[config.mk]
export PLATFORM = sky130hd
export DESIGN_NAME = double_ended_buffer_with_reverse
export DESIGN_NICKNAME = d
export VERILOG_FILES = /design/src/rtl/debr_pkg.sv /design/src/rtl/double_ended_buffer_with_reverse.sv /design/src/rtl/debr_addr_unit.sv
export SDC_FILE = /design/constraint.sdc
export NUM_CORES = 1
export LEC_CHECK = 0
export BUFFER_PORTS_ARGS = -buffer_cell sky130_fd_sc_hd__buf_2
export CAP_MARGIN = 20
export CORE_ASPECT_RATIO = 1.2
export CORE_MARGIN = 10
export CORE_UTILIZATION = 55
export DETAILED_ROUTE_END_ITERATION = 8
export PLACE_DENSITY = 0.72
export SLEW_MARGIN = 20
export SYNTH_ARGS = -nofsm -noshare
export SYNTH_HDL_FRONTEND = slang
export SYNTH_SLANG_ARGS = --single-unit
export TNS_END_PERCENT = 100
[constraint.sdc]
create_clock -name clk -period 5.1 [get_ports clk]
set_input_delay 1.02 -clock clk [delete_from_list [all_inputs] [get_ports clk]]
set_output_delay 1.02 -clock clk [all_outputs]
set_load 0.02 [all_outputs]
[src/rtl/debr_pkg.sv]
// shared constants for the double ended buffer with reverse
`timescale 1ns / 1ps
`default_nettype none
package debr_pkg;

    localparam int DEPTH_DEF = 16;

    localparam int ACT_W    = 3;
    localparam int WORD_W   = 32;
    localparam int STATUS_W = 2;
    localparam int S_DATA_W = 40;

    localparam logic [ACT_W-1:0] ACT_DUMP       = 3'd0;
    localparam logic [ACT_W-1:0] ACT_PUSH_BACK  = 3'd1;
    localparam logic [ACT_W-1:0] ACT_PUSH_FRONT = 3'd2;
    localparam logic [ACT_W-1:0] ACT_POP_BACK   = 3'd3;
    localparam logic [ACT_W-1:0] ACT_POP_FRONT  = 3'd4;
    localparam logic [ACT_W-1:0] ACT_REVERSE    = 3'd5;

    localparam logic [STATUS_W-1:0] ST_OK         = 2'd0;
    localparam logic [STATUS_W-1:0] ST_FULL       = 2'd1;
    localparam logic [STATUS_W-1:0] ST_EMPTY      = 2'd2;
    localparam logic [STATUS_W-1:0] ST_DUMP_EMPTY = 2'd3;

endpackage
`default_nettype wire

[src/rtl/double_ended_buffer_with_reverse.sv]
// top level of the double ended buffer with reverse
`timescale 1ns / 1ps
`default_nettype none
// Deque of up to DEPTH signed 32-bit words kept in a circular memory with a
// front pointer, a fill count and a direction flag, so reverse, push and pop
// all touch a single entry or only the pointers. One command is taken per
// accept and the input is not ready until the command is done. Push, pop and
// reverse take the accept, then one pass through the shared address unit,
// and give one status beat. A dump of N stored words takes the accept, a
// setup step, then for each word the address pass and the registered memory
// read. A dump of an empty store ends at the setup step.
// Any command whose beat finds the output register still held waits for the
// output side, so output stalls hold the command. The output beat sits in
// a register, so the next command can be accepted while it waits. Action
// codes 6 and 7 give no beat.
module double_ended_buffer_with_reverse #(
    parameter int DEPTH = debr_pkg::DEPTH_DEF
) (
    input  wire logic                          clk,
    input  wire logic                          rst_n,
    input  wire logic                          s_tvalid,
    output logic                               s_tready,
    input  wire logic [debr_pkg::S_DATA_W-1:0] s_tdata,   // action[2:0], value_in[34:3]
    output logic                               m_tvalid,
    input  wire logic                          m_tready,
    output logic      [debr_pkg::WORD_W-1:0]   m_tdata,   // value_out[31:0]
    output logic                               m_tlast,
    output logic      [debr_pkg::STATUS_W-1:0] m_tuser    // status[1:0]
);

    localparam int AW = $clog2(DEPTH);
    localparam int CW = $clog2(DEPTH + 1);
    localparam logic [CW-1:0] FULL_CNT = CW'(DEPTH);

    localparam logic [1:0] S_IDLE = 2'd0;
    localparam logic [1:0] S_EXEC = 2'd1;
    localparam logic [1:0] S_RD   = 2'd2;
    localparam logic [1:0] S_DW   = 2'd3;

    logic [1:0]                        state_reg, state_next;
    logic [debr_pkg::ACT_W-1:0]        act_reg;
    logic [debr_pkg::WORD_W-1:0]       val_reg;
    logic [AW-1:0]                     head_reg, head_next;
    logic [CW-1:0]                     count_reg, count_next;
    logic                              rev_reg, rev_next;
    logic [AW-1:0]                     idx_reg, idx_next;
    logic                              out_valid_reg, out_valid_next;
    logic [debr_pkg::WORD_W-1:0]       out_data_reg, out_data_next;
    logic                              out_last_reg, out_last_next;
    logic [debr_pkg::STATUS_W-1:0]     out_status_reg, out_status_next;
    logic [debr_pkg::WORD_W-1:0]       rd_data_reg;
    logic [debr_pkg::WORD_W-1:0]       mem [DEPTH];

    logic          out_free;
    logic          accept;
    logic          wr_en;
    logic [AW-1:0] u_off;
    logic          u_down;
    logic [AW-1:0] u_addr;
    logic [CW-1:0] count_m1;

    assign accept   = s_tvalid && s_tready;
    assign s_tready = (state_reg == S_IDLE);
    assign out_free = !out_valid_reg || m_tready;
    assign count_m1 = count_reg - CW'(1);

    assign m_tvalid = out_valid_reg;
    assign m_tdata  = out_data_reg;
    assign m_tlast  = out_last_reg;
    assign m_tuser  = out_status_reg;

    debr_addr_unit #(
        .DEPTH (DEPTH),
        .AW    (AW)
    ) u_addr_unit (
        .base (head_reg),
        .off  (u_off),
        .down (u_down),
        .addr (u_addr)
    );

    // offset and direction for the shared address unit
    always_comb
    begin
        u_off  = idx_reg;
        u_down = rev_reg;
        if (state_reg == S_EXEC)
        begin
            case (act_reg)
                debr_pkg::ACT_PUSH_BACK:
                begin
                    u_off  = count_reg[AW-1:0];
                    u_down = rev_reg;
                end
                debr_pkg::ACT_PUSH_FRONT:
                begin
                    u_off  = AW'(1);
                    u_down = !rev_reg;
                end
                debr_pkg::ACT_POP_FRONT:
                begin
                    u_off  = AW'(1);
                    u_down = rev_reg;
                end
                debr_pkg::ACT_REVERSE:
                begin
                    u_off  = count_m1[AW-1:0];
                    u_down = rev_reg;
                end
                default:
                begin
                    u_off  = idx_reg;
                    u_down = rev_reg;
                end
            endcase
        end
    end

    always_comb
    begin
        state_next      = state_reg;
        head_next       = head_reg;
        count_next      = count_reg;
        rev_next        = rev_reg;
        idx_next        = idx_reg;
        out_valid_next  = out_valid_reg;
        out_data_next   = out_data_reg;
        out_last_next   = out_last_reg;
        out_status_next = out_status_reg;
        wr_en           = 1'b0;

        if (out_valid_reg && m_tready)
        begin
            out_valid_next = 1'b0;
        end

        case (state_reg)
            S_IDLE:
            begin
                if (accept)
                begin
                    state_next = S_EXEC;
                end
            end
            S_EXEC:
            begin
                if (act_reg == debr_pkg::ACT_DUMP)
                begin
                    idx_next = '0;
                    if (count_reg != '0)
                    begin
                        state_next = S_RD;
                    end
                    else if (out_free)
                    begin
                        out_valid_next  = 1'b1;
                        out_data_next   = '0;
                        out_last_next   = 1'b1;
                        out_status_next = debr_pkg::ST_DUMP_EMPTY;
                        state_next      = S_IDLE;
                    end
                end
                else if (act_reg > debr_pkg::ACT_REVERSE)
                begin
                    state_next = S_IDLE;
                end
                else if (out_free)
                begin
                    out_valid_next  = 1'b1;
                    out_data_next   = '0;
                    out_last_next   = 1'b1;
                    out_status_next = debr_pkg::ST_OK;
                    state_next      = S_IDLE;
                    case (act_reg)
                        debr_pkg::ACT_PUSH_BACK:
                        begin
                            if (count_reg == FULL_CNT)
                            begin
                                out_status_next = debr_pkg::ST_FULL;
                            end
                            else
                            begin
                                wr_en      = 1'b1;
                                count_next = count_reg + CW'(1);
                            end
                        end
                        debr_pkg::ACT_PUSH_FRONT:
                        begin
                            if (count_reg == FULL_CNT)
                            begin
                                out_status_next = debr_pkg::ST_FULL;
                            end
                            else
                            begin
                                wr_en      = 1'b1;
                                head_next  = u_addr;
                                count_next = count_reg + CW'(1);
                            end
                        end
                        debr_pkg::ACT_POP_BACK:
                        begin
                            if (count_reg == '0)
                            begin
                                out_status_next = debr_pkg::ST_EMPTY;
                            end
                            else
                            begin
                                count_next = count_m1;
                            end
                        end
                        debr_pkg::ACT_POP_FRONT:
                        begin
                            if (count_reg == '0)
                            begin
                                out_status_next = debr_pkg::ST_EMPTY;
                            end
                            else
                            begin
                                head_next  = u_addr;
                                count_next = count_m1;
                            end
                        end
                        debr_pkg::ACT_REVERSE:
                        begin
                            if (count_reg > CW'(1))
                            begin
                                head_next = u_addr;
                                rev_next  = !rev_reg;
                            end
                        end
                        default:
                        begin
                            out_status_next = debr_pkg::ST_OK;
                        end
                    endcase
                end
            end
            S_RD:
            begin
                state_next = S_DW;
            end
            S_DW:
            begin
                if (out_free)
                begin
                    out_valid_next  = 1'b1;
                    out_data_next   = rd_data_reg;
                    out_status_next = debr_pkg::ST_OK;
                    if ({1'b0, idx_reg} + (AW+1)'(1) == (AW+1)'(count_reg))
                    begin
                        out_last_next = 1'b1;
                        state_next    = S_IDLE;
                    end
                    else
                    begin
                        out_last_next = 1'b0;
                        idx_next      = idx_reg + AW'(1);
                        state_next    = S_RD;
                    end
                end
            end
            default:
            begin
                state_next = S_IDLE;
            end
        endcase
    end

    always_ff @(posedge clk or negedge rst_n)
    begin
        if (!rst_n)
        begin
            state_reg     <= S_IDLE;
            head_reg      <= '0;
            count_reg     <= '0;
            rev_reg       <= 1'b0;
            idx_reg       <= '0;
            out_valid_reg <= 1'b0;
        end
        else
        begin
            state_reg     <= state_next;
            head_reg      <= head_next;
            count_reg     <= count_next;
            rev_reg       <= rev_next;
            idx_reg       <= idx_next;
            out_valid_reg <= out_valid_next;
        end
    end

    always_ff @(posedge clk)
    begin
        out_data_reg   <= out_data_next;
        out_last_reg   <= out_last_next;
        out_status_reg <= out_status_next;
        if (accept)
        begin
            act_reg <= s_tdata[debr_pkg::ACT_W-1:0];
            val_reg <= s_tdata[debr_pkg::ACT_W +: debr_pkg::WORD_W];
        end
    end

    // word memory, one write and one registered read per cycle
    always_ff @(posedge clk)
    begin
        if (wr_en)
        begin
            mem[u_addr] <= val_reg;
        end
        rd_data_reg <= mem[u_addr];
    end

endmodule
`default_nettype wire

[src/rtl/debr_addr_unit.sv]
// shared circular address unit: base plus or minus offset modulo depth
`timescale 1ns / 1ps
`default_nettype none
module debr_addr_unit #(
    parameter int DEPTH = debr_pkg::DEPTH_DEF,
    parameter int AW    = $clog2(DEPTH)
) (
    input  wire logic [AW-1:0] base,
    input  wire logic [AW-1:0] off,
    input  wire logic          down,
    output logic      [AW-1:0] addr
);

    localparam logic [AW:0] DEPTH_W = (AW+1)'(DEPTH);

    logic [AW:0] sum;
    logic [AW:0] dif;

    always_comb
    begin
        sum = {1'b0, base} + {1'b0, off};
        if (sum >= DEPTH_W)
        begin
            sum = sum - DEPTH_W;
        end
        if (base >= off)
        begin
            dif = {1'b0, base} - {1'b0, off};
        end
        else
        begin
            dif = {1'b0, base} + DEPTH_W - {1'b0, off};
        end
        addr = down ? dif[AW-1:0] : sum[AW-1:0];
    end

endmodule
`default_nettype wire

==> results_tabular.tex <==
\begin{tabular}{lr}
\hline
Metric & Value \\
\hline
\multicolumn{2}{l}{\textbf{Run status}} \\
\quad Run status & complete, no violations \\
\multicolumn{2}{l}{\textbf{STA}} \\
\quad Fin crit period & 4.509 ns \\
\quad Worst slew slack as a fraction of its limit & 47.28\% \\
\quad Ratio of final minimum period to clock period & 88.41\% \\
\quad Setup tns final & 0 ns \\
\quad Worst Clk Skew & 0.01896 ns \\
\quad Fmax & 0.2218 GHz \\
\quad Worst slack on hold paths & 0.3490 ns \\
\quad Actual transition at the worst max-transition pin & 0.7889 ns \\
\quad Setup-violating endpoint count in the final report & 0 \\
\quad Final number of max-transition violations & 0 \\
\quad Unrepaired setup endpoints after global routing & no \\
\quad Hold Violations, Final & 0 \\
\multicolumn{2}{l}{\textbf{Synthesis}} \\
\quad Share of async-settable or async-resettable flops after synthesis & 2.694\% \\
\quad Sequential cell area fraction in the yosys report & 75.81\% \\
\quad Synthesized netlist net count & 1430 \\
\quad Count of state elements after synthesis & 631 \\
\quad Prevailing post-synth register cell & sky130\_fd\_sc\_hd\_\_edfxtp\_1 \\
\quad Synth Instances & 1372 \\
\quad EDFF count, synth & 582 \\
\quad Number of warnings issued by yosys & 0 \\
\quad Synthesized cell area & 0.02446 mm² \\
\quad Mean cell area of the mapped netlist & 17.83 µm² \\
\quad Number of distinct library cells after synthesis & 58 \\
\multicolumn{2}{l}{\textbf{Worst setup path}} \\
\quad Type of origin of the critical path & register \\
\quad Worst-path fanout max & 37 \\
\quad Terminus of the critical flop-to-flop path & mem[6][16]\$\_DFFE\_PP\_ \\
\quad Timing startpoint of the critical path & act\_reg[2]\$\_DFFE\_PP\_ \\
\quad Worst R2R Setup Slack & 0.59 ns \\
\quad Arrival time worst endpoint & 4.78 ns \\
\quad Required time worst endpoint & 5.37 ns \\
\quad Worst reg2reg startpoint & act\_reg[2]\$\_DFFE\_PP\_ \\
\quad Worst setup path class & reg -> reg \\
\quad Worst setup EP type & register \\
\quad Worst reg2reg path depth & 13 \\
\multicolumn{2}{l}{\textbf{Pwr}} \\
\quad Areal power density over the cells & 678.7 mW/mm² \\
\quad Leakage dissipation & 0.009266 µW \\
\quad Peak supply drop & 0.001347 V \\
\multicolumn{2}{l}{\textbf{CTS}} \\
\quad Clock buffer depth & 3 \\
\quad Clock tree from TritonCTS & built \\
\quad H-tree lvl count & 2 \\
\quad Master cell of the clock root buffer & sky130\_fd\_sc\_hd\_\_clkbuf\_16 \\
\quad Number of setup buffers added after CTS & 0 \\
\quad Clock latency at the later pin of the worst-skew pair & 0.62 ns \\
\quad Sink count of the clock tree & 631 \\
\quad Total CTS buffers & 57 \\
\quad Worst-path clk slew & 0.07 ns \\
\quad Post-cts repair resize count & 0 \\
\quad CTS Hold Buffers Added & 0 \\
\multicolumn{2}{l}{\textbf{Routing}} \\
\quad Count of TritonRoute iterations in the first routing pass & 5 \\
\quad WL/cell & 24.66 µm \\
\quad Via Count & 12680 \\
\quad Antenna-violating nets left & 0 \\
\quad Initial drt markers & 1261 \\
\quad Via density per instance & 6.139 \\
\quad Total routed wirelength & 50950 µm \\
\quad DRC viols & 0 \\
\multicolumn{2}{l}{\textbf{Placement}} \\
\quad Routability Congestion & 0.8277 \\
\quad Buffers on Ports & 75 \\
\quad Sum of net half-perimeters after detailed placement & 27560 µm \\
\multicolumn{2}{l}{\textbf{Layout}} \\
\quad Number of filler cells placed in the layout & 2990 \\
\quad Nets & 1516 \\
\quad Fraction of final layout cells sized beyond drive strength 1 & 21.25\% \\
\quad Biggest register & mem \\
\quad Area of the multi-input gates & 0.005669 mm² \\
\quad Top library cells by usage in the layout, fill and taps aside & sky130\_fd\_sc\_hd\_\_edfxtp\_1, sky130\_fd\_sc\_hd\_\_nand3\_1, sky130\_fd\_sc\_hd\_\_a211oi\_1 \\
\quad Most common cell after layout, fill and taps aside & sky130\_fd\_sc\_hd\_\_edfxtp\_1 \\
\quad Utilization after layout & 63.14\% \\
\quad FF+latch area & 0.01854 mm² \\
\quad Layout-stage area growth over the synthesis result & 13.39\% \\
\quad Number of flip-flops in the largest register & 512 \\
\multicolumn{2}{l}{\textbf{Global route}} \\
\quad All-Layer GR Usage & 19.41\% \\
\quad Number of global-route vias before repair & 12820 \\
\quad Global-route wire length before repair & 78130 µm \\
\quad Maximum number of pins on one net before global-route repair & 120 \\
\quad Overall overflow remaining after global route & 0 \\
\quad Initial antenna violation count & 1 \\
\multicolumn{2}{l}{\textbf{Worst hold path}} \\
\quad Hold/Removal Path Class & in -> async \\
\multicolumn{2}{l}{\textbf{Floorplanning}} \\
\quad Ports placed on the boundary & 81 \\
\quad Vertical die dimension & 251.0 µm \\
\quad Total number of placement rows & 84 \\
\quad Floorplan die area & 0.05335 mm² \\
\quad Die width & 212.5 µm \\
\quad Placeable core region & 0.04393 mm² \\
\quad Initial standard-cell utilization of the core & 55.68\% \\
\multicolumn{2}{l}{\textbf{Job}} \\
\quad Maximum capacitance violations & 0 \\
\hline
\end{tabular}
==> cells by family (layout without fill, tap and decap cells) <==
logic type	after synthesis	after routing	synth area share, %
AOI/OAI and AO/OA	176	176	5.044
other	0	1	0
buffers and inverters	101	235	1.770
and+or+nand+nor	288	288	6.164
muxes	139	139	9.519
DFF	631	631	75.81
adders and majority gates	15	15	0.8184
xor gates and xnor gates	22	22	0.8798
==> metrics by stage <==
step / area (µm²) / setup WS, ns / total power [µW] / cells
2_1_floorplan: 24460 / 0.5188 / 12430 / 1372
3_3_place_gp: 25780 / 0.6537 / 14410 / 1958
3_5_place_dp: 25780 / 0.6625 / 14540 / 1958
4_1_cts: 27730 / 0.6280 / 18990 / 2065
5_1_grt: 27730 / 0.3272 / 19850 / 2065
6_report: 27740 / 0.5911 / 18820 / 2066
==> synth_stat cells (2+ instances only) <==
cell type / number / share of area (%)
sky130_fd_sc_hd__nor3_1: 7 / 0.14
sky130_fd_sc_hd__mux2i_1: 56 / 2.3
sky130_fd_sc_hd__and2_1: 3 / 0.077
sky130_fd_sc_hd__a21oi_1: 12 / 0.25
sky130_fd_sc_hd__fa_1: 2 / 0.16
sky130_fd_sc_hd__nand3_1: 108 / 2.2
sky130_fd_sc_hd__dfxtp_1: 32 / 2.6
sky130_fd_sc_hd__nor2_1: 38 / 0.58
sky130_fd_sc_hd__inv_1: 10 / 0.15
sky130_fd_sc_hd__mux4_2: 74 / 6.8
sky130_fd_sc_hd__dfrtp_1: 17 / 1.7
sky130_fd_sc_hd__nand2b_1: 3 / 0.077
sky130_fd_sc_hd__o21ai_0: 8 / 0.16
sky130_fd_sc_hd__xnor2_1: 8 / 0.29
sky130_fd_sc_hd__xnor2_2: 2 / 0.13
sky130_fd_sc_hd__a32oi_1: 2 / 0.072
sky130_fd_sc_hd__edfxtp_1: 582 / 71
sky130_fd_sc_hd__o21ai_1: 28 / 0.57
sky130_fd_sc_hd__buf_2: 40 / 0.82
sky130_fd_sc_hd__buf_1: 5 / 0.077
sky130_fd_sc_hd__mux2_2: 8 / 0.37
sky130_fd_sc_hd__a211oi_1: 106 / 3.3
sky130_fd_sc_hd__clkbuf_1: 45 / 0.69
sky130_fd_sc_hd__nand2_1: 29 / 0.44
sky130_fd_sc_hd__nand4_1: 2 / 0.051
sky130_fd_sc_hd__xor2_1: 11 / 0.39
sky130_fd_sc_hd__o211ai_1: 2 / 0.061
sky130_fd_sc_hd__ha_1: 12 / 0.61
sky130_fd_sc_hd__nor2b_1: 56 / 1.4
sky130_fd_sc_hd__and3_1: 35 / 0.90
sky130_fd_sc_hd__o22ai_1: 2 / 0.051
==> cell type report <==
class / instances / area share [%]
Clock inverter: 31 / 1.335
Antenna cell: 1 / 0.009022
Tap cell: 559 / 2.522
Clock buffer: 76 / 5.693
Timing Repair Buffer: 118 / 3.013
Sequential cell: 631 / 66.85
Inverter: 10 / 0.1353
Multi-Input combinational cell: 640 / 20.44
==> where the power goes <==
| group | internal (µW) | total [µW] | switching (µW) |
|---|---|---|---|
| sequential | 6200 | 6460 | 257 |
| combinational | 3140 | 7980 | 4840 |
| clock | 2550 | 4390 | 1850 |
==> metal layers <==
metal	GRT usage (%)	share of wire [%]	up-vias
met3	2.963	6.6	81
met2	32.05	51	428
met4	6.536	2.1	0
li1	-	-	5643
met5	0	0	-
met1	25.96	41	6532
==> worst max-delay path by stage <==
stage                                 endpoint  depth (start not counted)
final                     mem[6][16]$_DFFE_PP_                         13
after global routing      mem[6][17]$_DFFE_PP_                         13
after CTS                 mem[6][25]$_DFFE_PP_                         13
after detailed placement  mem[6][15]$_DFFE_PP_                         13
after global placement     mem[6][7]$_DFFE_PP_                         13
after floorplan           mem[10][0]$_DFFE_PP_                         10
==> critical path, stage by stage (launching register included) <==
cell and delay (ns):
sky130_fd_sc_hd__edfxtp_1 0.58, sky130_fd_sc_hd__buf_4 0.25, sky130_fd_sc_hd__o21ai_1 0.11, sky130_fd_sc_hd__nand3_1 0.17, sky130_fd_sc_hd__o31ai_1 0.50, sky130_fd_sc_hd__inv_1 0.10, sky130_fd_sc_hd__ha_1 0.19, sky130_fd_sc_hd__o21bai_1 0.18
sky130_fd_sc_hd__o31ai_4 0.49, sky130_fd_sc_hd__xnor2_4 0.18, sky130_fd_sc_hd__buf_4 0.45, sky130_fd_sc_hd__nand2_1 0.35, sky130_fd_sc_hd__nor2_4 0.19, sky130_fd_sc_hd__buf_4 0.38
Power figures use the tool's default switching activity.
